--- config.mk ---
export PLATFORM = sky130hd
export DESIGN_NAME = tcf_ctrl
export DESIGN_NICKNAME = d
export VERILOG_FILES = /design/src/sv/tcf_pkg.sv /design/src/sv/tcf_ctrl.sv
export SDC_FILE = /design/constraint.sdc
export NUM_CORES = 1
export LEC_CHECK = 0
export BUFFER_PORTS_ARGS = -buffer_cell sky130_fd_sc_hd__clkbuf_2
export CAP_MARGIN = 20
export CORE_MARGIN = 2
export CORE_UTILIZATION = 47
export DETAILED_ROUTE_END_ITERATION = 7
export GPL_TIMING_DRIVEN = 0
export PLACE_DENSITY = 0.73
export SYNTH_ARGS = -nofsm -noshare
export SYNTH_HDL_FRONTEND = slang
export SYNTH_SLANG_ARGS = --single-unit
--- constraint.sdc ---
create_clock -name clk -period 2 [get_ports clk]
set_input_delay 0.2 -clock clk [delete_from_list [all_inputs] [get_ports clk]]
set_output_delay 0.2 -clock clk [all_outputs]
set_load 0.02 [all_outputs]
--- src/sv/tcf_pkg.sv ---
`timescale 1ns / 1ps
package tcf_pkg;

  localparam int CORDIC_STEPS_DEF    = 16;
  localparam int ANGLE_FRAC_BITS_DEF = 16;

  // Wide enough to count the largest supported number of CORDIC steps.
  localparam int STEP_W     = 5;
  localparam int CFG_IDX_W  = 8;
  localparam int CFG_DATA_W = 17;

  localparam logic [CFG_IDX_W-1:0] CFG_BLEND_WEIGHT = 8'd0;
  localparam logic [CFG_IDX_W-1:0] CFG_TOLERANCE    = 8'd1;

  localparam logic [16:0] BLEND_WEIGHT_RST = 17'd58982;
  localparam logic [14:0] TOLERANCE_RST    = 15'd2458;
  localparam logic [16:0] ALPHA_ONE        = 17'd65536;
  localparam logic [15:0] ONE_G            = 16'd16384;
  localparam logic [17:0] GYRO_DIV         = 18'd131000;

  typedef struct packed {
    logic              load;
    logic              cinit;
    logic              cstep;
    logic              csave;
    logic              diff;
    logic              mul;
    logic              upd;
    logic              out_load;
    logic              axis;
    logic [STEP_W-1:0] step;
  } tcf_cmd_t;

  typedef struct packed {
    logic div_busy;
  } tcf_status_t;

  // atan(2^-i) in degrees, Q.24.
  function automatic logic [29:0] atan_q24(input logic [STEP_W-1:0] i);
    logic [29:0] r;
    unique case (i)
      5'd0:    r = 30'd754974720;
      5'd1:    r = 30'd445687602;
      5'd2:    r = 30'd235489088;
      5'd3:    r = 30'd119537938;
      5'd4:    r = 30'd60000934;
      5'd5:    r = 30'd30029717;
      5'd6:    r = 30'd15018523;
      5'd7:    r = 30'd7509720;
      5'd8:    r = 30'd3754917;
      5'd9:    r = 30'd1877466;
      5'd10:   r = 30'd938734;
      5'd11:   r = 30'd469367;
      5'd12:   r = 30'd234684;
      5'd13:   r = 30'd117342;
      5'd14:   r = 30'd58671;
      5'd15:   r = 30'd29335;
      5'd16:   r = 30'd14668;
      5'd17:   r = 30'd7334;
      5'd18:   r = 30'd3667;
      5'd19:   r = 30'd1833;
      5'd20:   r = 30'd917;
      5'd21:   r = 30'd458;
      5'd22:   r = 30'd229;
      5'd23:   r = 30'd115;
      default: r = 30'd0;
    endcase
    return r;
  endfunction

endpackage

--- src/sv/tcf_ctrl.sv ---
`timescale 1ns / 1ps
module tcf_ctrl #(
  parameter int CORDIC_STEPS = tcf_pkg::CORDIC_STEPS_DEF
) (
  input  logic                clk,
  input  logic                rst,
  input  logic                s_tvalid,
  output logic                s_tready,
  output logic                m_tvalid,
  input  logic                m_tready,
  output tcf_pkg::tcf_cmd_t   cmd,
  input  tcf_pkg::tcf_status_t status
);
  import tcf_pkg::*;

  typedef enum logic [8:0] {
    S_IDLE  = 9'b000000001,
    S_CINIT = 9'b000000010,
    S_CSTEP = 9'b000000100,
    S_CSAVE = 9'b000001000,
    S_WAIT  = 9'b000010000,
    S_DIFF  = 9'b000100000,
    S_MUL   = 9'b001000000,
    S_UPD   = 9'b010000000,
    S_OUT   = 9'b100000000
  } state_t;

  localparam logic [STEP_W-1:0] LAST_STEP = STEP_W'(CORDIC_STEPS - 1);

  state_t            state, state_next;
  logic              axis, axis_next;
  logic [STEP_W-1:0] step, step_next;
  logic              out_valid, out_valid_next;
  logic              out_load;

  always_comb begin
    state_next = state;
    axis_next  = axis;
    step_next  = step;
    out_load   = 1'b0;
    unique case (state)
      S_IDLE: begin
        axis_next = 1'b0;
        if (s_tvalid) state_next = S_CINIT;
      end
      S_CINIT: begin
        step_next  = '0;
        state_next = S_CSTEP;
      end
      S_CSTEP: begin
        if (step == LAST_STEP) state_next = S_CSAVE;
        else step_next = step + 1'b1;
      end
      S_CSAVE: begin
        if (!axis) begin
          axis_next  = 1'b1;
          state_next = S_CINIT;
        end else begin
          axis_next  = 1'b0;
          state_next = S_WAIT;
        end
      end
      S_WAIT: begin
        if (!status.div_busy) state_next = S_DIFF;
      end
      S_DIFF: state_next = S_MUL;
      S_MUL:  state_next = S_UPD;
      S_UPD: begin
        if (!axis) begin
          axis_next  = 1'b1;
          state_next = S_DIFF;
        end else begin
          state_next = S_OUT;
        end
      end
      S_OUT: begin
        if (!out_valid || m_tready) begin
          out_load   = 1'b1;
          state_next = S_IDLE;
        end
      end
      default: state_next = S_IDLE;
    endcase
  end

  always_comb begin
    if (out_load) out_valid_next = 1'b1;
    else if (m_tready) out_valid_next = 1'b0;
    else out_valid_next = out_valid;
  end

  always_ff @(posedge clk) begin
    if (rst) begin
      state     <= S_IDLE;
      axis      <= 1'b0;
      step      <= '0;
      out_valid <= 1'b0;
    end else begin
      state     <= state_next;
      axis      <= axis_next;
      step      <= step_next;
      out_valid <= out_valid_next;
    end
  end

  assign s_tready = (state == S_IDLE);
  assign m_tvalid = out_valid;

  always_comb begin
    cmd          = '0;
    cmd.load     = (state == S_IDLE) && s_tvalid;
    cmd.cinit    = (state == S_CINIT);
    cmd.cstep    = (state == S_CSTEP);
    cmd.csave    = (state == S_CSAVE);
    cmd.diff     = (state == S_DIFF);
    cmd.mul      = (state == S_MUL);
    cmd.upd      = (state == S_UPD);
    cmd.out_load = out_load;
    cmd.axis     = axis;
    cmd.step     = step;
  end

`ifndef SYNTHESIS
  a_accept_starts_cordic: assert property (@(posedge clk) disable iff (rst)
    (s_tvalid && s_tready) |=> (cmd.cinit && !axis))
    else $error("accepted beat did not start the pitch CORDIC run");
  a_no_overwrite: assert property (@(posedge clk) disable iff (rst)
    cmd.out_load |-> (!out_valid || m_tready))
    else $error("result register loaded while holding an untaken beat");
  a_filter_after_div: assert property (@(posedge clk) disable iff (rst)
    cmd.diff |-> !status.div_busy)
    else $error("filter started before gyro increments were ready");
  a_busy_blocks_input: assert property (@(posedge clk) disable iff (rst)
    (cmd.cstep || cmd.upd) |-> !s_tready)
    else $error("input ready while an item is in flight");
`endif

endmodule

==> results.yml <==
critical_path:
  regToRegSetupSlack_ns: 0.07
  cp-end-kind: "output port"
  start_kind: "register"
  reg2reg_from: "step[0]$_SDFFE_PP0P_"
  worst_ep_arrival_time_ns: 1.75
  r2r-end: "step[4]$_SDFFE_PP0P_"
  crit_type: "reg -> out"
  startpoint: "state[5]$_SDFFE_PP0P_"
  r2r_cells: 9
  required_ns: 1.80
  crit_fanout: 6
sta:
  rsz0062_at_grt: "true"
  worst_slew_pin_slew_ns: 0.464
  finClkSkew_ns: 0.00519
  finalMaxSlewViolations: 0
  finalSetupTns_ns: 0
  post-route-period-util_pct: 97.6
  finalSetupViolCount: 0
  slew-limit-headroom_pct: 69.0
  hold_viol: 0
  min_period_ns: 1.95
  setup_ws_ns: 0.0481
  fmax_mhz: 512
job:
  max-cap-violations: 0
yosys:
  async_reset_ff_share_pct: 0
  synth-seq-cells: 16
  synth_top_area_cell: "dfxtp_1"
  seq_area_frac_synth_pct: 33.6
  synth_top_cells_by_count: "dfxtp_1, nor2_1, a21oi_1, nor3_1, nand2_1"
  yosysUniqueCellTypes: 42
  ys_top_cells_by_area: "dfxtp_1, nor2_1, a21oi_1"
  synth_top_area_share_pct: 33.6
  yosysMostFrequentCell: "dfxtp_1"
  synth_cells: 113
  synth_edf_count: 0
  syn_avg_cell_area_sq_um: 8.43
  mappedNetlistArea_sq_um: 952
  synthesis.nets: 120
  yosysWarnings: 0
  synthFlopType: "dfxtp_1"
pwr:
  p_int_uw: 526
  power_switching_uw: 271
  clock_power_share_pct: 21.3
  p_comb_share_pct: 34.4
  p_sw_share_pct: 34.0
  pwr-share-seq_pct: 44.3
  power_uw: 797
  ir_drop_v: 0.000412
  total_leakage_power_nw: 0.529
  p_per_area_mw_per_mm2: 627
detailed_routing:
  drcViolationCount: 0
  num_vias: 983
  wl_per_cell_microns: 14.6
  routed_via_density: 5.65
  wl_mm: 2.54
  drt_pass1_iterations: 4
  drtIter0Drc: 21
  ant_nets: 0
cells_and_area:
  final_area_sq_mm: 0.00127
  multi_input_area_sq_um: 636
  final_net_count: 156
  diodes: 0
  syn_to_final_growth_pct: 33.5
  drive_gt1_share_pct: 42.9
  fillers: 176
  regArea_sq_um: 333
placement:
  dp.final_hpwl_mm: 1.63
  numPortBuffers: 20
  pre_cts_ws_ns: -0.0439
  gp_congestion: 0.815
  place_area_sq_mm: 0.00109
cts:
  cts_hold_buf: 0
  cts_root_buf: "clkbuf_4"
  numCtsBuffers: 3
  clock_path_buffers: 2
  ctsHtreeMaxLevel: 1
  clkSinkCount: 16
  clkLatencyLatePin_ns: 0.28
  clk_pin_slew_ns: 0.10
  tritoncts: "built"
global_routing:
  grt_pass1_vias: 881
  grt_max_degree: 11
  grt_first_pass_wirelength_mm: 4.06
  antenna_found_initial: 0
  grt_remaining_overflow: 0
  grt_use_total_pct: 21.6
min_path:
  holdPathEnd: "state[0]$_SDFFE_PP1P_"
  min_path_type: "in -> reg"
  hold_depth: 3
  worstHoldStart: "rst"
floorplan:
  fp.dieH_microns: 49.0
  rows: 16
  die_area_sq_mm: 0.00240
  die_x_microns: 49.0
  start_util_pct: 49.0
  core_sq_mm: 0.00194
  io_pins: 21
run_status:
  status: "complete, no violations"
-- through the flow --
step | hold WS (ns) | instances | utilization [%]
after global placement | 0.463 | 160 | 56.2
after detailed placement | 0.483 | 160 | 56.2
after CTS | 0.212 | 165 | 60.1
after global routing | 0.239 | 174 | 65.5
final | 0.219 | 174 | 65.5
after floorplan | 0.327 | 113 | -
-- sequential cells by signal, summed over array words and instances (netlist names) --
register / cells
axis: 1
m_tvalid: 1
state: 9
step: 5
-- power by group through the flow --
stage	Sequential, mW	Combinational (mW)	Clock [mW]
floorplan	0.348	0.162	0
global placement	0.349	0.207	0
detailed placement	0.350	0.214	0
CTS	0.348	0.237	0.170
global route	0.355	0.299	0.189
finish	0.353	0.275	0.170
-- worst max-delay path by stage --
stage	endpoint	slack [ns]
floorplan	step[3]$_SDFFE_PP0P_	0.02
global placement	step[3]$_SDFFE_PP0P_	0.003
detailed placement	step[3]$_SDFFE_PP0P_	-0.04
CTS	cmd[12]	-0.07
global route	step[3]$_SDFFE_PP0P_	-0.05
finish	cmd[13]	0.05
-- worst max-delay path: stages, from the launching register on --
cell      delay, ns
dfxtp_1        0.39
nor4_4         0.43
nand2_1        0.18
nor2_1         0.17
and2_1         0.14
clkbuf_2       0.16
-- cells in the final DEF, fill, tap and decap left out, types with 4 or more instances in the layout --
cell	instances
nor2_1	10
clkbuf_2	19
nand2b_1	4
dfxtp_1	12
inv_1	4
buf_4	17
nor3_1	4
a21oi_1	6
nand2_1	5
-- repair_timing --
action | 4_1_cts | 5_1_grt
pin swaps | 5 | 9
setup endpoints to repair | 8 | 16
buffers inserted | 3 | 10
resized for setup | 10 | 15
cloned | 0 | 0
-- cell type report --
cell class	instances	area share, %
Multi-Input combinational cell	86	50.0
Sequential cell	16	26.2
Timing Repair Buffer	33	15.9
Tap cell	27	2.66
Buffer	5	2.26
Clock buffer	3	1.77
Inverter	4	1.18
-- cells by family after synthesis --
kind of cell / count (synthesis) / synth area share (%)
fa+ha+maj: 2 / 2.63
compound gates: 21 / 15.1
xor+xnor: 3 / 2.76
flops: 16 / 33.6
simple gates: 60 / 40.2
buf+inv: 11 / 5.65
-- routing by layer --
| metal | GRT usage (%) | vias up | wire, microns |
|---|---|---|---|
| met1 | 28.6 | 461 | 1150 |
| met3 | 4.29 | 4 | 126 |
| met2 | 34.7 | 29 | 1230 |
| met4 | 8.10 | 0 | 27 |
| li1 | - | 489 | - |
| met5 | 0 | - | 0 |
(Power assumes the default switching activity.)
